**src/sv/rotary_encoder_accel_counter_assert.svh**
```systemverilog
// Assertion macros used by the encoder counter back end.
`ifndef ROTARY_ENCODER_ACCEL_COUNTER_ASSERT_SVH
`define ROTARY_ENCODER_ACCEL_COUNTER_ASSERT_SVH

// Same-cycle implication.
`define REC_ASSERT_IMP(label, clk, rst, ante, cons, msg) \
   label: assert property (@(posedge clk) disable iff (rst) (ante) |-> (cons)) \
      else $error(msg);

// Next-cycle implication.
`define REC_ASSERT_NXT(label, clk, rst, ante, cons, msg) \
   label: assert property (@(posedge clk) disable iff (rst) (ante) |=> (cons)) \
      else $error(msg);

`endif

```
**src/sv/rec_pkg.sv**
```systemverilog
package rec_pkg;

   // Number of encoders with live state; the index field is 2 bits wide
   localparam int NUM_ENCODERS = 4;
   localparam int ENC_SEL_W    = (NUM_ENCODERS > 1) ? $clog2(NUM_ENCODERS) : 1;

   // Stream widths
   localparam int REQ_TDATA_W  = 72;
   localparam int RSP_TDATA_W  = 48;
   localparam int CSR_INDEX_W  = 3;
   localparam int CSR_DATA_W   = 16;

   // Front-to-back queue
   localparam int QUEUE_DEPTH  = 2;

   // Config reset values
   localparam logic [15:0] RST_VERY_FAST_WIN = 16'd10;
   localparam logic [15:0] RST_FAST_WIN      = 16'd50;
   localparam logic [15:0] RST_MEDIUM_WIN    = 16'd150;
   localparam logic [7:0]  RST_GAIN_VHIGH    = 8'd8;
   localparam logic [7:0]  RST_GAIN_HIGH     = 8'd4;
   localparam logic [7:0]  RST_GAIN_MEDIUM   = 8'd2;
   localparam logic [7:0]  RST_GAIN_LOW      = 8'd1;

   typedef enum logic [CSR_INDEX_W-1:0] {
      CSR_VERY_FAST_WIN = 3'd0,
      CSR_FAST_WIN      = 3'd1,
      CSR_MEDIUM_WIN    = 3'd2,
      CSR_GAIN_VHIGH    = 3'd3,
      CSR_GAIN_HIGH     = 3'd4,
      CSR_GAIN_MEDIUM   = 3'd5,
      CSR_GAIN_LOW      = 3'd6
   } csr_index_type;

   typedef enum logic {
      ACT_SAMPLE = 1'b0,
      ACT_PRESET = 1'b1
   } action_type;

   // Classified item as it sits in the queue
   typedef struct packed {
      action_type         action;
      logic               idx_ok;
      logic [1:0]         encoder_index;
      logic [1:0]         pin_pair;
      logic [31:0]        time_ms;
      logic signed [31:0] preset_value;
   } item_type;

   // Head of the queue as seen by the back end
   typedef struct packed {
      logic     valid;
      item_type item;
   } q_head_type;

   typedef struct packed {
      logic [15:0] very_fast_win;
      logic [15:0] fast_win;
      logic [15:0] medium_win;
      logic [7:0]  gain_vhigh;
      logic [7:0]  gain_high;
      logic [7:0]  gain_medium;
      logic [7:0]  gain_low;
   } cfg_type;

   // Result; out_index sits in the low bits
   typedef struct packed {
      logic signed [8:0]  applied_step;
      logic signed [31:0] count_value;
      logic [1:0]         out_index;
   } rsp_type;

   // Transition table: 2 -> 3 steps up, 1 -> 3 steps down, all else holds
   function automatic logic signed [1:0] step_dir(input logic [1:0] prev,
                                                  input logic [1:0] reading);
      logic signed [1:0] dir;
      dir = 2'sd0;
      if (reading == 2'b11) begin
         if (prev == 2'b10) begin
            dir = 2'sd1;
         end else if (prev == 2'b01) begin
            dir = -2'sd1;
         end
      end
      return dir;
   endfunction

endpackage

```
**src/sv/rec_front.sv**
```systemverilog
module rec_front (
   input  logic                               clock,
   input  logic                               reset,
   input  logic                               req_tvalid,
   output logic                               req_tready,
   // encoder_index[1:0], pin_pair[3:2], time_ms[35:4], preset_value[67:36], zero pad
   input  logic [rec_pkg::REQ_TDATA_W-1:0]    req_tdata,
   // action[0]
   input  logic [0:0]                         req_tuser,
   input  logic                               pop,
   output rec_pkg::q_head_type                head
);

   rec_pkg::item_type item;
   rec_pkg::item_type slot_ff [rec_pkg::QUEUE_DEPTH];
   logic              wr_ptr_ff, wr_ptr_in;
   logic              rd_ptr_ff, rd_ptr_in;
   logic [1:0]        fill_ff, fill_in;
   logic              push;

   // Unpack and classify the incoming item
   always_comb begin
      item.action        = rec_pkg::action_type'(req_tuser[0]);
      item.encoder_index = req_tdata[1:0];
      item.pin_pair      = req_tdata[3:2];
      item.time_ms       = req_tdata[35:4];
      item.preset_value  = req_tdata[67:36];
      item.idx_ok        = (int'(req_tdata[1:0]) < rec_pkg::NUM_ENCODERS);
   end

   assign req_tready = (fill_ff != 2'(rec_pkg::QUEUE_DEPTH));
   assign push       = req_tvalid && req_tready;

   // Pointer and fill bookkeeping
   always_comb begin
      wr_ptr_in = push ? ~wr_ptr_ff : wr_ptr_ff;
      rd_ptr_in = pop ? ~rd_ptr_ff : rd_ptr_ff;
      fill_in   = fill_ff;
      if (push && !pop) begin
         fill_in = fill_ff + 2'd1;
      end else if (pop && !push) begin
         fill_in = fill_ff - 2'd1;
      end
   end

   always_ff @(posedge clock) begin
      if (reset) begin
         wr_ptr_ff <= 1'b0;
         rd_ptr_ff <= 1'b0;
         fill_ff   <= 2'd0;
      end else begin
         wr_ptr_ff <= wr_ptr_in;
         rd_ptr_ff <= rd_ptr_in;
         fill_ff   <= fill_in;
      end
   end

   // Queue slots
   always_ff @(posedge clock) begin
      if (push) begin
         slot_ff[wr_ptr_ff] <= item;
      end
   end

   assign head.valid = (fill_ff != 2'd0);
   assign head.item  = slot_ff[rd_ptr_ff];

endmodule

```
**src/sv/rec_back.sv**
```systemverilog
`include "rotary_encoder_accel_counter_assert.svh"

module rec_back (
   input  logic                               clock,
   input  logic                               reset,
   input  rec_pkg::cfg_type                   cfg,
   input  rec_pkg::q_head_type                head,
   output logic                               pop,
   output logic                               rsp_tvalid,
   input  logic                               rsp_tready,
   // out_index[1:0], count_value[33:2], applied_step[42:34], zero pad
   output logic [rec_pkg::RSP_TDATA_W-1:0]    rsp_tdata
);

   logic [31:0]                    count_ff [rec_pkg::NUM_ENCODERS];
   logic [1:0]                     prev_ff  [rec_pkg::NUM_ENCODERS];
   logic [31:0]                    last_ff  [rec_pkg::NUM_ENCODERS];
   logic [rec_pkg::ENC_SEL_W-1:0]  sel;
   logic signed [1:0]              dir;
   logic [31:0]                    interval;
   logic [7:0]                     gain;
   logic signed [8:0]              step;
   logic [31:0]                    count_new;
   logic                           is_sample;
   logic                           do_step;
   rec_pkg::rsp_type               rsp_ff, rsp_in;
   logic                           rsp_valid_ff, rsp_valid_in;

   // Take the head when the result register is free or draining
   assign pop = head.valid && (!rsp_valid_ff || rsp_tready);

   // Step, interval and gain for the head item
   always_comb begin
      sel       = rec_pkg::ENC_SEL_W'(head.item.encoder_index);
      is_sample = (head.item.action == rec_pkg::ACT_SAMPLE);
      dir       = rec_pkg::step_dir(prev_ff[sel], head.item.pin_pair);
      interval  = head.item.time_ms - last_ff[sel];
      if (interval <= {16'd0, cfg.very_fast_win}) begin
         gain = cfg.gain_vhigh;
      end else if (interval <= {16'd0, cfg.fast_win}) begin
         gain = cfg.gain_high;
      end else if (interval <= {16'd0, cfg.medium_win}) begin
         gain = cfg.gain_medium;
      end else begin
         gain = cfg.gain_low;
      end
      do_step = is_sample && (dir != 2'sd0) && head.item.idx_ok;
      step    = 9'sd0;
      if (do_step) begin
         step = (dir > 2'sd0) ? $signed({1'b0, gain}) : -$signed({1'b0, gain});
      end
      count_new = count_ff[sel] + 32'(step);
   end

   // Result for the head item
   always_comb begin
      rsp_in.out_index    = head.item.encoder_index;
      rsp_in.applied_step = step;
      if (!head.item.idx_ok) begin
         rsp_in.count_value = 32'sd0;
      end else if (!is_sample) begin
         rsp_in.count_value = head.item.preset_value;
      end else begin
         rsp_in.count_value = $signed(count_new);
      end
      rsp_valid_in = pop || (rsp_valid_ff && !rsp_tready);
   end

   // Per-encoder state
   always_ff @(posedge clock) begin
      if (reset) begin
         for (int k = 0; k < rec_pkg::NUM_ENCODERS; k++) begin
            count_ff[k] <= 32'd0;
            prev_ff[k]  <= 2'd0;
            last_ff[k]  <= 32'd0;
         end
      end else if (pop && head.item.idx_ok) begin
         if (!is_sample) begin
            count_ff[sel] <= head.item.preset_value;
         end else begin
            prev_ff[sel] <= head.item.pin_pair;
            if (do_step) begin
               count_ff[sel] <= count_new;
               last_ff[sel]  <= head.item.time_ms;
            end
         end
      end
   end

   // Output register
   always_ff @(posedge clock) begin
      if (reset) begin
         rsp_valid_ff <= 1'b0;
      end else begin
         rsp_valid_ff <= rsp_valid_in;
      end
   end

   always_ff @(posedge clock) begin
      if (pop) begin
         rsp_ff <= rsp_in;
      end
   end

   assign rsp_tvalid = rsp_valid_ff;
   assign rsp_tdata  = {5'd0, rsp_ff};

   `REC_ASSERT_IMP(a_no_pop_stalled, clock, reset, rsp_valid_ff && !rsp_tready, !pop, "item taken while result stalled")
   `REC_ASSERT_NXT(a_index_follows, clock, reset, pop, rsp_ff.out_index == $past(head.item.encoder_index), "result index differs from item")
   `REC_ASSERT_NXT(a_preset_no_step, clock, reset, pop && head.item.action == rec_pkg::ACT_PRESET, rsp_ff.applied_step == 9'sd0, "preset reported a step")
   `REC_ASSERT_NXT(a_bad_index_zero, clock, reset, pop && !head.item.idx_ok, rsp_ff.count_value == 32'sd0, "unknown encoder reported a count")

endmodule

```
**src/sv/rotary_encoder_accel_counter.sv**
```systemverilog
// Channel   Direction  Payload
// req_      in         tdata: encoder_index, pin_pair, time_ms, preset_value; tuser: action
// rsp_      out        tdata: out_index, count_value, applied_step
// csr_      in         write enable, register index, write data
//
// One item per cycle sustained while results are taken. Each accepted item
// goes through a queue slot and then the result register. The rate is set
// by the read-modify-write of the per-encoder count, reading and step-time
// registers in the back end.
// A two-item queue decouples the input from the result register, so input
// stalls only once the queue is full behind a stalled result.
// Synchronous reset clears counts, readings, step times and config to defaults.
module rotary_encoder_accel_counter (
   input  logic                               clock,
   input  logic                               reset,
   input  logic                               req_tvalid,
   output logic                               req_tready,
   // encoder_index[1:0], pin_pair[3:2], time_ms[35:4], preset_value[67:36], zero pad
   input  logic [rec_pkg::REQ_TDATA_W-1:0]    req_tdata,
   // action[0]
   input  logic [0:0]                         req_tuser,
   output logic                               rsp_tvalid,
   input  logic                               rsp_tready,
   // out_index[1:0], count_value[33:2], applied_step[42:34], zero pad
   output logic [rec_pkg::RSP_TDATA_W-1:0]    rsp_tdata,
   input  logic                               csr_we,
   input  logic [rec_pkg::CSR_INDEX_W-1:0]    csr_index,
   input  logic [rec_pkg::CSR_DATA_W-1:0]     csr_wdata
);

   rec_pkg::cfg_type     cfg_ff, cfg_in;
   rec_pkg::q_head_type  head;
   logic                 pop;

   // Config register writes; unknown indexes are dropped
   always_comb begin
      cfg_in = cfg_ff;
      if (csr_we) begin
         case (rec_pkg::csr_index_type'(csr_index))
            rec_pkg::CSR_VERY_FAST_WIN: cfg_in.very_fast_win = csr_wdata;
            rec_pkg::CSR_FAST_WIN:      cfg_in.fast_win      = csr_wdata;
            rec_pkg::CSR_MEDIUM_WIN:    cfg_in.medium_win    = csr_wdata;
            rec_pkg::CSR_GAIN_VHIGH:    cfg_in.gain_vhigh    = csr_wdata[7:0];
            rec_pkg::CSR_GAIN_HIGH:     cfg_in.gain_high     = csr_wdata[7:0];
            rec_pkg::CSR_GAIN_MEDIUM:   cfg_in.gain_medium   = csr_wdata[7:0];
            rec_pkg::CSR_GAIN_LOW:      cfg_in.gain_low      = csr_wdata[7:0];
            default: cfg_in = cfg_ff;
         endcase
      end
   end

   always_ff @(posedge clock) begin
      if (reset) begin
         cfg_ff.very_fast_win <= rec_pkg::RST_VERY_FAST_WIN;
         cfg_ff.fast_win      <= rec_pkg::RST_FAST_WIN;
         cfg_ff.medium_win    <= rec_pkg::RST_MEDIUM_WIN;
         cfg_ff.gain_vhigh    <= rec_pkg::RST_GAIN_VHIGH;
         cfg_ff.gain_high     <= rec_pkg::RST_GAIN_HIGH;
         cfg_ff.gain_medium   <= rec_pkg::RST_GAIN_MEDIUM;
         cfg_ff.gain_low      <= rec_pkg::RST_GAIN_LOW;
      end else begin
         cfg_ff <= cfg_in;
      end
   end

   rec_front u_front (
      .clock      (clock),
      .reset      (reset),
      .req_tvalid (req_tvalid),
      .req_tready (req_tready),
      .req_tdata  (req_tdata),
      .req_tuser  (req_tuser),
      .pop        (pop),
      .head       (head)
   );

   rec_back u_back (
      .clock      (clock),
      .reset      (reset),
      .cfg        (cfg_ff),
      .head       (head),
      .pop        (pop),
      .rsp_tvalid (rsp_tvalid),
      .rsp_tready (rsp_tready),
      .rsp_tdata  (rsp_tdata)
   );

endmodule

```
**config.mk**
```make
export PLATFORM = sky130hd
export DESIGN_NAME = rotary_encoder_accel_counter
export DESIGN_NICKNAME = d
export VERILOG_FILES = /design/src/sv/rec_pkg.sv /design/src/sv/rec_front.sv /design/src/sv/rec_back.sv /design/src/sv/rotary_encoder_accel_counter.sv
export VERILOG_INCLUDE_DIRS = /design/src /design/src/sv
export SDC_FILE = /design/constraint.sdc
export NUM_CORES = 1
export LEC_CHECK = 0
export BUFFER_PORTS_ARGS = -buffer_cell sky130_fd_sc_hd__buf_2
export CAP_MARGIN = 20
export CORE_ASPECT_RATIO = 0.75
export CORE_MARGIN = 5
export CORE_UTILIZATION = 40
export DETAILED_ROUTE_END_ITERATION = 12
export SLEW_MARGIN = 10
export SYNTH_ARGS = -nofsm -noshare
export SYNTH_HDL_FRONTEND = slang
export SYNTH_HIERARCHICAL = 1
export SYNTH_SLANG_ARGS = --single-unit
```
**constraint.sdc**
```tcl
create_clock -name clock -period 20.7 [get_ports clock]
set_clock_uncertainty 0.1 [all_clocks]
set_input_delay 1.035 -clock clock [delete_from_list [all_inputs] [get_ports clock]]
set_output_delay 1.035 -clock clock [all_outputs]
set_load 0.05 [all_outputs]
```
==> flow_metrics.env, run 1 <==
export IMPL_status="finished clean"
export IMPL_power_static_leakage_nw=12.3
export IMPL_min_period_over_period_pct=58.7
export IMPL_timing_critical_path_fanout_max=29
export IMPL_final_max_slew_viol_count=0
export IMPL_ys_ff_latch=531
export IMPL_asyncSetResetFlopFracSynth_pct=0
export IMPL_dr_first_iter_drc_count=1591
export IMPL_via_count_of_the_first_global_routing_pass=18900
export IMPL_critical_path_top_cell_by_count="sky130_fd_sc_hd__a21oi_1"
export IMPL_ys_flop_type="sky130_fd_sc_hd__edfxtp_1"
export IMPL_utilization_pct=45.5
export IMPL_synthesis_instances=2348
export IMPL_cts_tree="built"
export IMPL_drv_max_cap_violation_count=0
export IMPL_ys_seq_area_share_pct=54.1
export IMPL_layout_min_cycle_time_ns=12.14
export IMPL_fin_nets=2642
export IMPL_critical_path_startpoint_type="flip-flop"
export IMPL_finalHoldViolations=0
export IMPL_wl_per_cell_um=21.5
export IMPL_ff_to_ff_path_depth=44
export IMPL_detailroute_via_count=19100
export IMPL_htreeDepth=2
export IMPL_finalSetupViolCount=0
export IMPL_dieArea_um2=75100
export IMPL_clock_fmax_mhz=82.4
export IMPL_final_weighted_congestion_in_routability_driven_placement=0.909
export IMPL_hold_start="cfg_ff[25]$_SDFFE_PP0P_"
export IMPL_regToRegSetupSlack_ns=8.56
export IMPL_cts_root_buffer_cell="sky130_fd_sc_hd__clkbuf_16"
export IMPL_placeableCoreArea_um2=68700
export IMPL_die_width_um=315
export IMPL_io_pins=147
export IMPL_grt_overflow_total=0
export IMPL_synth_warnings=6
export IMPL_detailed_place_hpwl_um=49900
export IMPL_resized_cells_post_cts=0
export IMPL_critical_path_class="flip-flop to flip-flop"
export IMPL_post_cts_buffers=0
export IMPL_powerDensity_nw_per_um2=137
export IMPL_cts_hold_fix_buffers=0
export IMPL_endpoint_kind="flip-flop"
export IMPL_rr_endpoint="u_back/count_ff[0][25]$_SDFFCE_PN0P_"
export IMPL_worst_ep_required_time_ns=20.89
export IMPL_clk_path_buf_depth=3
export IMPL_floorplan_initialDensity_pct=40.6
export IMPL_routed_wirelength_um=73600
export IMPL_worst_ep_arrival_time_ns=12.33
export IMPL_avgSynthCellArea_um2=11.9
export IMPL_vias_per_cell=5.57
export IMPL_timing_critical_path_slowest_stage_cell="sky130_fd_sc_hd__buf_4"
export IMPL_cts_num_sinks=531
export IMPL_drcViolationCount=0
export IMPL_hold_path_class="flip-flop to flip-flop"
export IMPL_final_layout_size_suffix_gt1_share_pct=18.1
export IMPL_syn_area_um2=27900
export IMPL_hold_depth=2
export IMPL_clk_latency_ns=0.64
export IMPL_max_slew_margin_pct=20.0
export IMPL_areaGrowthSynthToFinish_pct=12.1
export IMPL_path_clk_slew_ns=0.07
export IMPL_std_cell_rows=83
export IMPL_die_h_um=239
export IMPL_critical_path_max_stage_delay_ns=0.64
export IMPL_ir_drop_mv=0.139
export IMPL_buffer_ports_inserted=137
export IMPL_ys_types=96
export IMPL_timing_hold_ws_ns=0.373
export IMPL_grt_first_pass_wirelength_um=113000
export IMPL_grt_max_degree=105
export IMPL_number_of_enable_type_register_cells_in_the_synthesized_netlist=445
export IMPL_tightestPinTransition_ns=1.20
export IMPL_whs_endpoint="cfg_ff[25]$_SDFFE_PP0P_"
export IMPL_track_usage_pct=19.3
export IMPL_setup_tns_ns=0
export IMPL_cts_inserted_buffers=55
export IMPL_post_place_cell_area_um2=29500
export IMPL_final_antenna_net_count=0
export IMPL_grt_antenna_before_repair=3
export IMPL_design_area_um2=31300
export IMPL_grt_setup_unrepaired="false"
export IMPL_detailedRoute_firstPassIterationCount=6
[sequential cells by signal, summed over array words and instances (netlist names), named ones only]
signal             flops
u_back/last_ff       128
u_front/fill_ff        2
u_back/prev_ff         8
u_front/slot_ff      138
u_front/wr_ptr_ff      1
u_front/rd_ptr_ff      1
u_back/rsp_tdata      43
cfg_ff                80
u_back/rsp_tvalid      1
u_back/count_ff      128
[layer usage]
layer / GRT usage, % / up-vias / part of all wire [%]
met2: 28.3 / 679 / 42
met1: 29.9 / 9415 / 48
met3: 3.66 / 100 / 7.9
met4: 4.11 / 2 / 1.8
met5: 0 / - / 0.027
li1: - / 8856 / -
[worst max path at each step]
stage,endpoint,slack [ns],startpoint,cells past startpoint
3_5_place_dp,u_back/count_ff[0][25]$_SDFFCE_PN0P_,8.85,flip-flop,44
5_1_grt,u_back/count_ff[0][25]$_SDFFCE_PN0P_,7.69,flip-flop,44
2_1_floorplan,u_back/rsp_tdata[30]$_SDFFCE_PN0P_,9.44,flip-flop,44
4_1_cts,u_back/count_ff[0][25]$_SDFFCE_PN0P_,8.75,flip-flop,44
3_3_place_gp,u_back/count_ff[0][25]$_SDFFCE_PN0P_,8.94,flip-flop,44
6_report,u_back/count_ff[0][25]$_SDFFCE_PN0P_,8.56,flip-flop,44
[per-stage QoR]
stage          std cells  worst slack, ns  power (mW)
4_1_cts             3418             8.75        4.30
3_5_place_dp        3317             8.85        3.35
6_report            3423             8.56        4.29
3_3_place_gp        3316             8.94        3.31
5_1_grt             3421             7.69        4.56
2_1_floorplan       2352             9.44        2.77
[kinds of logic (layout without fill, tap and decap cells)]
family | Yosys count | after routing | synth area share (%)
AO/OA/AOI/OAI | 382 | 382 | 8.92
adder cells (fa/ha/maj) | 103 | 103 | 4.68
flip-flops | 531 | 531 | 54.1
XOR/XNOR | 56 | 56 | 1.79
multiplexers | 239 | 239 | 12.0
other | 2 | 8 | 0.0269
AND/OR/NAND/NOR | 756 | 756 | 14.3
buffers and inverters | 279 | 413 | 4.20
[cell usage after synthesis, types with 10 or more instances]
cell type / n / share of area, %
sky130_fd_sc_hd__a211oi_1: 13 / 0.35
sky130_fd_sc_hd__a21o_1: 25 / 0.67
sky130_fd_sc_hd__a21oi_1: 114 / 2.0
sky130_fd_sc_hd__a22oi_1: 15 / 0.40
sky130_fd_sc_hd__a31oi_1: 22 / 0.49
sky130_fd_sc_hd__and2_1: 54 / 1.2
sky130_fd_sc_hd__and3_1: 112 / 2.5
sky130_fd_sc_hd__buf_2: 22 / 0.39
sky130_fd_sc_hd__clkbuf_1: 92 / 1.2
sky130_fd_sc_hd__dfxtp_1: 86 / 6.2
sky130_fd_sc_hd__edfxtp_1: 445 / 48
sky130_fd_sc_hd__ha_1: 101 / 4.5
sky130_fd_sc_hd__inv_1: 137 / 1.8
sky130_fd_sc_hd__mux2_2: 61 / 2.5
sky130_fd_sc_hd__mux2_4: 10 / 0.54
sky130_fd_sc_hd__mux2i_1: 102 / 3.7
sky130_fd_sc_hd__mux4_2: 66 / 5.3
sky130_fd_sc_hd__nand2_1: 125 / 1.7
sky130_fd_sc_hd__nand2b_1: 98 / 2.2
sky130_fd_sc_hd__nand3_1: 26 / 0.47
sky130_fd_sc_hd__nand4_1: 27 / 0.61
sky130_fd_sc_hd__nor2_1: 194 / 2.6
sky130_fd_sc_hd__nor2b_1: 16 / 0.36
sky130_fd_sc_hd__nor3_1: 26 / 0.47
sky130_fd_sc_hd__o211ai_1: 12 / 0.32
sky130_fd_sc_hd__o21a_1: 14 / 0.38
sky130_fd_sc_hd__o21ai_0: 68 / 1.2
sky130_fd_sc_hd__o21bai_1: 13 / 0.35
sky130_fd_sc_hd__o22ai_1: 12 / 0.27
sky130_fd_sc_hd__or2_2: 11 / 0.25
sky130_fd_sc_hd__or3_1: 19 / 0.43
sky130_fd_sc_hd__xnor2_1: 34 / 1.1
sky130_fd_sc_hd__xor2_1: 21 / 0.66
[final cells by class]
type,instances,area (µm²)
Fill cell,6343,37500
Sequential cell,531,15100
Multi-Input combinational cell,1542,11800
Clock buffer,69,1470
Tap cell,935,1170
Timing Repair Buffer,172,997
Inverter,140,528
Clock inverter,32,238
Antenna cell,2,5.00
[worst max-delay path: cells and delay by family (launching register included)]
family	cells	cell delay, ns
AOI/OAI and AO/OA	25	6.13
muxes	4	1.59
adders and majority gates	4	1.14
and+or+nand+nor	6	1.06
buffers and inverters	4	0.87
xor gates and xnor gates	1	0.51
DFF	1	0.35
[cell usage in the layout, fill, tap and decap left out, drive strengths merged, types with 6 or more instances in the layout]
cell type / instances
or3: 19
inv: 140
ha: 101
mux2: 71
a31oi: 22
or4: 6
clkinvlp: 6
xnor2: 34
clkbuf: 69
o21a: 14
nand2b: 98
o21bai: 13
o211ai: 13
a22oi: 15
a21oi: 115
xor2: 22
dfxtp: 86
and2: 55
nor2: 194
nand4: 27
o21ai: 73
a221o: 6
nor2b: 16
clkinv: 26
mux2i: 102
conb: 6
nor4: 7
a211oi: 15
mux4: 66
a21o: 25
and3: 113
a211o: 6
buf: 172
nor3: 27
nand2: 125
or2: 15
edfxtp: 445
a22o: 6
nand3: 26
o22ai: 12
[where the power goes]
part / switching [mW] / leakage, nW / internal, mW / total [mW]
clock: 0.428 / 0.828 / 0.508 / 0.936
sequential: 0.0311 / 5.14 / 1.30 / 1.33
combinational: 1.32 / 6.36 / 0.705 / 2.02
total: 1.78 / 12.3 / 2.51 / 4.29
No activity file was read; power rests on OpenSTA's default activity.
==> inputs of run 2 (changes only) <==
==> constraint.sdc (replaced) <==
create_clock -name clock -period 10.4 [get_ports clock]
set_clock_uncertainty 0.1 [all_clocks]
set_input_delay 0.52 -clock clock [delete_from_list [all_inputs] [get_ports clock]]
set_output_delay 0.52 -clock clock [all_outputs]
set_load 0.05 [all_outputs]
==> flow_metrics.env, run 2 (same netlist as run 1, synthesis figures left out) <==
export IMPL_worst_ep_required_time_ns=10.61
export IMPL_htreeDepth=2
export IMPL_finalSetupViolCount=0
export IMPL_status="finished clean"
export IMPL_detailedRoute_firstPassIterationCount=6
export IMPL_rr_endpoint="u_back/count_ff[1][25]$_SDFFCE_PN0P_"
export IMPL_critical_path_max_stage_delay_ns=0.60
export IMPL_std_cell_rows=83
export IMPL_buffer_ports_inserted=137
export IMPL_track_usage_pct=19.4
export IMPL_cts_num_sinks=531
export IMPL_clk_path_buf_depth=3
export IMPL_grt_antenna_before_repair=1
export IMPL_final_layout_size_suffix_gt1_share_pct=18.8
export IMPL_ir_drop_mv=0.250
export IMPL_die_width_um=315
export IMPL_endpoint_kind="flip-flop"
export IMPL_critical_path_class="flip-flop to flip-flop"
export IMPL_worst_ep_arrival_time_ns=10.10
export IMPL_dieArea_um2=75100
export IMPL_global_route_usage_met1_pct=29.7
export IMPL_timing_critical_path_fanout_max=30
export IMPL_finalHoldViolations=0
export IMPL_critPathBufInv=5
export IMPL_cts_root_buffer_cell="sky130_fd_sc_hd__clkbuf_16"
export IMPL_hold_start="req_tdata[48]"
export IMPL_min_period_over_period_pct=95.1
export IMPL_n_antenna_cell=0
export IMPL_portion_of_total_power_attributed_to_the_clock_network_pct=22.6
export IMPL_final_antenna_net_count=0
export IMPL_clk_latency_ns=0.63
export IMPL_whs_endpoint="u_front/slot_ff[0][12]$_DFFE_PP_"
export IMPL_met2_demand_to_capacity_share_in_global_routing_pct=28.7
export IMPL_drcViolationCount=0
export IMPL_switching_share_pct=40.8
export IMPL_largest_register_ffs=138
export IMPL_routed_wirelength_um=75000
export IMPL_power_share_combinational_pct=47.4
export IMPL_cts_inserted_buffers=54
export IMPL_wl_per_cell_um=21.4
export IMPL_layout_top_registers="u_front/slot_ff (138), u_back/count_ff (128), u_back/last_ff (128)"
export IMPL_switchingPower_mw=3.60
export IMPL_max_flop_register="u_front/slot_ff"
export IMPL_powerDensity_nw_per_um2=274
export IMPL_power_static_leakage_nw=12.7
export IMPL_io_pins=147
export IMPL_most_frequent_standard_cell_in_the_layout_excluding_fill_and_tap_cells="sky130_fd_sc_hd__edfxtp_1"
export IMPL_utilization_pct=46.8
export IMPL_final_weighted_congestion_in_routability_driven_placement=0.918
export IMPL_vias_per_cell=5.55
export IMPL_layout_min_cycle_time_ns=9.89
export IMPL_timing_critical_path_slowest_stage_cell="sky130_fd_sc_hd__buf_4"
export IMPL_max_slew_margin_pct=25.0
export IMPL_via_count_of_the_first_global_routing_pass=19000
export IMPL_post_layout_total_power_mw=8.83
export IMPL_setup_tns_ns=0
export IMPL_grt_overflow_total=0
export IMPL_hold_path_class="input pin to flip-flop"
export IMPL_floorplan_initialDensity_pct=40.6
export IMPL_dr_first_iter_drc_count=1748
export IMPL_nFillCells=6284
export IMPL_cts_tree="built"
export IMPL_path_clk_slew_ns=0.07
export IMPL_hold_depth=1
export IMPL_regToRegSetupSlack_ns=0.51
export IMPL_most_common_layout_cells="445 x sky130_fd_sc_hd__edfxtp_1, 190 x sky130_fd_sc_hd__nor2_1, 137 x sky130_fd_sc_hd__buf_2, 136 x sky130_fd_sc_hd__inv_1, 123 x sky130_fd_sc_hd__nand2_1"
export IMPL_grtUsageMet3_pct=3.71
export IMPL_die_h_um=239
export IMPL_detailed_place_hpwl_um=50500
export IMPL_grt_busiest_layer="met1"
export IMPL_grt_first_pass_wirelength_um=113000
export IMPL_tightestPinTransition_ns=1.13
export IMPL_clock_fmax_mhz=101
export IMPL_ff_to_ff_path_depth=38
export IMPL_fin_nets=2723
export IMPL_detailroute_via_count=19400
export IMPL_grt_max_degree=132
export IMPL_worst_path_dominant_cell_family="compound AO/OA/AOI/OAI gates"
export IMPL_power_share_sequential_pct=30.0
export IMPL_internal_power_mw=5.23
export IMPL_drv_max_cap_violation_count=0
export IMPL_areaGrowthSynthToFinish_pct=15.4
export IMPL_placeableCoreArea_um2=68700
export IMPL_final_max_slew_viol_count=0
export IMPL_critical_path_startpoint_type="flip-flop"
run 2: how the worst max path moves through the flow:
stage              start                              endpoint  slack (ns)  depth (start not counted)
2_1_floorplan  flip-flop    u_back/rsp_tdata[30]$_SDFFCE_PN0P_        0.06                         45
3_3_place_gp   flip-flop  u_back/count_ff[0][25]$_SDFFCE_PN0P_        0.25                         44
3_5_place_dp   flip-flop  u_back/count_ff[1][25]$_SDFFCE_PN0P_        0.15                         45
4_1_cts        flip-flop  u_back/count_ff[2][25]$_SDFFCE_PN0P_        0.02                         45
5_1_grt        flip-flop  u_back/count_ff[0][25]$_SDFFCE_PN0P_       -0.02                         45
6_report       flip-flop  u_back/count_ff[1][25]$_SDFFCE_PN0P_        0.51                         38
run 2: what timing repair did:
item,4_1_cts,5_1_grt
setup endpoints to repair,0,69
gates resized for setup,0,20
hold endpoints to repair,127,0
hold buffers,64,0
setup buffers,0,3
run 2: per-layer routing:
metal	wire [µm]	vias up	share of wire (%)
li1	-	9022	-
met1	36000	9625	48
met2	31700	677	42
met3	5870	96	7.8
met4	1450	0	1.9
met5	0	-	0
run 2: metrics by stage:
stage,cell area [µm²],hold WS [ns],setup WS [ns],cells
detailed placement,29600,0.366,0.148,3335
finish,32200,0.0275,0.511,3502
CTS,32100,0.00560,0.0196,3499
global route,32200,0.00821,-0.0163,3502
floorplan,27900,0.344,0.0634,2352
global placement,29600,0.358,0.251,3335
run 2: power groups by stage:
stage               logic [mW]  registers [mW]  clock network [mW]
global placement          3.99            2.69                   0
CTS                       4.10            2.65                2.05
detailed placement        4.06            2.69                   0
finish                    4.19            2.65                1.99
floorplan                 2.61            2.92                   0
global route              4.54            2.66                2.13
run 2: final cells by class:
type                    instances  area, µm²  area share, %
clock inverters                36        412           1.28
repair buffers                254       1720           5.36
flip-flops and latches        531      15100           46.9
multi-input cells            1542      11800           36.8
clock buffers                  64       1410           4.38
inverters                     140        528           1.64
well taps                     935       1170           3.64
==> inputs of run 3 (changes only) <==
==> constraint.sdc (replaced) <==
create_clock -name clock -period 10.4 [get_ports clock]
set_clock_uncertainty 0.1 [all_clocks]
set_input_delay 2.08 -clock clock [delete_from_list [all_inputs] [get_ports clock]]
set_output_delay 2.08 -clock clock [all_outputs]
set_load 0.05 [all_outputs]
==> flow_metrics.env, run 3 (same netlist as run 1, synthesis figures left out) <==
export IMPL_track_usage_pct=19.4
export IMPL_design_area_um2=31800
export IMPL_clk_latency_ns=0.63
export IMPL_grt_overflow_total=0
export IMPL_ir_drop_mv=0.208
export IMPL_grt_first_pass_wirelength_um=113000
export IMPL_final_weighted_congestion_in_routability_driven_placement=0.915
export IMPL_powerDensity_nw_per_um2=280
export IMPL_wl_per_cell_um=21.7
export IMPL_dr_first_iter_drc_count=1840
export IMPL_timing_critical_path_fanout_max=5
export IMPL_whs_endpoint="cfg_ff[25]$_SDFFE_PP0P_"
export IMPL_critical_path_class="flip-flop to flip-flop"
export IMPL_grt_setup_unrepaired="false"
export IMPL_timing_hold_ws_ns=0.368
export IMPL_tightestPinTransition_ns=1.09
export IMPL_cts_root_buffer_cell="sky130_fd_sc_hd__clkbuf_16"
export IMPL_path_clk_slew_ns=0.06
export IMPL_areaGrowthSynthToFinish_pct=14.0
export IMPL_internal_power_mw=5.30
export IMPL_critical_path_max_stage_delay_ns=0.48
export IMPL_clock_fmax_mhz=100
export IMPL_die_width_um=315
export IMPL_cts_num_sinks=531
export IMPL_placeableCoreArea_um2=68700
export IMPL_die_h_um=239
export IMPL_cts_tree="built"
export IMPL_setup_tns_ns=0
export IMPL_min_period_over_period_pct=96.1
export IMPL_detailroute_via_count=19400
export IMPL_reg2reg_from="u_front/slot_ff[1][66]$_DFFE_PP_"
export IMPL_utilization_pct=46.2
export IMPL_io_pins=147
export IMPL_buffer_ports_inserted=137
export IMPL_dieArea_um2=75100
export IMPL_critical_path_startpoint_type="flip-flop"
export IMPL_endpoint_kind="flip-flop"
export IMPL_layout_min_cycle_time_ns=10.0
export IMPL_power_share_combinational_pct=47.1
export IMPL_power_static_leakage_nw=12.6
export IMPL_drv_max_cap_violation_count=0
export IMPL_grt_antenna_before_repair=5
export IMPL_final_layout_size_suffix_gt1_share_pct=19.8
export IMPL_hold_path_class="flip-flop to flip-flop"
export IMPL_status="finished clean"
export IMPL_finalHoldViolations=0
export IMPL_vias_per_cell=5.61
export IMPL_max_flop_register="u_front/slot_ff"
export IMPL_finalSetupViolCount=0
export IMPL_ff_to_ff_path_depth=42
export IMPL_fin_nets=2671
export IMPL_worst_ep_required_time_ns=10.63
export IMPL_routed_wirelength_um=75100
export IMPL_layout_top_registers="u_front/slot_ff (138), u_back/count_ff (128), u_back/last_ff (128)"
export IMPL_htreeDepth=2
export IMPL_clk_path_buf_depth=3
export IMPL_switchingPower_mw=3.60
export IMPL_rr_endpoint="u_back/count_ff[0][25]$_SDFFCE_PN0P_"
export IMPL_detailedRoute_firstPassIterationCount=6
export IMPL_hold_start="cfg_ff[25]$_SDFFE_PP0P_"
export IMPL_drcViolationCount=0
export IMPL_post_layout_total_power_mw=8.91
export IMPL_most_common_layout_cells="445 x sky130_fd_sc_hd__edfxtp_1, 191 x sky130_fd_sc_hd__nor2_1, 137 x sky130_fd_sc_hd__buf_2, 136 x sky130_fd_sc_hd__inv_1, 123 x sky130_fd_sc_hd__nand2_1"
export IMPL_setup_worst_path_start="u_front/slot_ff[1][66]$_DFFE_PP_"
export IMPL_met2_demand_to_capacity_share_in_global_routing_pct=27.8
export IMPL_worst_ep_arrival_time_ns=10.23
export IMPL_std_cell_rows=83
export IMPL_post_place_cell_area_um2=29700
export IMPL_hold_depth=2
export IMPL_detailed_place_hpwl_um=50800
export IMPL_timing_critical_path_slowest_stage_cell="sky130_fd_sc_hd__edfxtp_1"
export IMPL_portion_of_total_power_attributed_to_the_clock_network_pct=23.1
export IMPL_max_slew_margin_pct=26.8
export IMPL_via_count_of_the_first_global_routing_pass=18700
export IMPL_cts_hold_fix_buffers=0
export IMPL_regToRegSetupSlack_ns=0.40
export IMPL_floorplan_initialDensity_pct=40.6
export IMPL_final_max_slew_viol_count=0
export IMPL_cts_inserted_buffers=55
export IMPL_grt_max_degree=124
export IMPL_global_route_usage_met1_pct=30.7
export IMPL_largest_register_ffs=138
export IMPL_grtUsageMet3_pct=3.63
export IMPL_switching_share_pct=40.5
export IMPL_power_share_sequential_pct=29.8
export IMPL_final_antenna_net_count=0
export IMPL_most_frequent_standard_cell_in_the_layout_excluding_fill_and_tap_cells="sky130_fd_sc_hd__edfxtp_1"
export IMPL_grt_busiest_layer="met1"
==> run 3: how the worst max path moves through the flow <==
stage | end | slack, ns | cells after the start
2_1_floorplan | u_back/rsp_tdata[30]$_SDFFCE_PN0P_ | 0.06 | 45
3_3_place_gp | u_back/count_ff[2][25]$_SDFFCE_PN0P_ | 0.13 | 44
3_5_place_dp | u_back/count_ff[2][25]$_SDFFCE_PN0P_ | -0.03 | 44
4_1_cts | u_back/count_ff[2][25]$_SDFFCE_PN0P_ | 0.05 | 44
5_1_grt | u_back/count_ff[0][29]$_SDFFCE_PN0P_ | 0.008 | 43
6_report | u_back/count_ff[0][25]$_SDFFCE_PN0P_ | 0.40 | 42
==> run 3: what timing repair did <==
action	in CTS	in global routing
resized for setup	2	22
cloned	0	1
pin swaps	0	4
setup buffers	0	6
endpoints found under the setup margin	4	79
==> run 3: layout make-up <==
cell class                      instances  area, µm²
Fill cell                            6240      37000
Sequential cell                       531      15100
Multi-Input combinational cell       1543      11900
Clock buffer                           73       1560
Timing Repair Buffer                  200       1200
Tap cell                              935       1170
Inverter                              140        528
Clock inverter                         31        352
Antenna cell                            2       5.00
==> run 3: per-stage QoR <==
stage          instances  setup slack, ns
2_1_floorplan       2352           0.0634
3_5_place_dp        3341          -0.0289
5_1_grt             3453          0.00772
4_1_cts             3445           0.0526
3_3_place_gp        3340            0.127
6_report            3455            0.403
==> run 3: critical path, delay by kind of cell, from the launching register on <==
family | cells | cell delay [ns]
DFF | 1 | 0.48
buffers and inverters | 4 | 0.51
muxes | 4 | 1.36
and+or+nand+nor | 8 | 1.42
AOI/OAI and AO/OA | 20 | 4.11
xor gates and xnor gates | 1 | 0.19
adders and majority gates | 5 | 1.50
==> run 3: per-layer routing <==
metal / vias up / share of wire (%)
li1: 8911 / -
met1: 9630 / 48
met2: 749 / 42
met3: 105 / 8.5
met4: 4 / 1.6
met5: - / 0.036
==> run 3: power by group through the flow <==
stage | combinational (mW) | sequential [mW] | clock (mW)
after global routing | 4.57 | 2.67 | 2.20
after global placement | 3.98 | 2.69 | 0
after detailed placement | 4.05 | 2.70 | 0
after CTS | 4.08 | 2.65 | 2.10
after floorplan | 2.61 | 2.92 | 0
final | 4.20 | 2.65 | 2.06
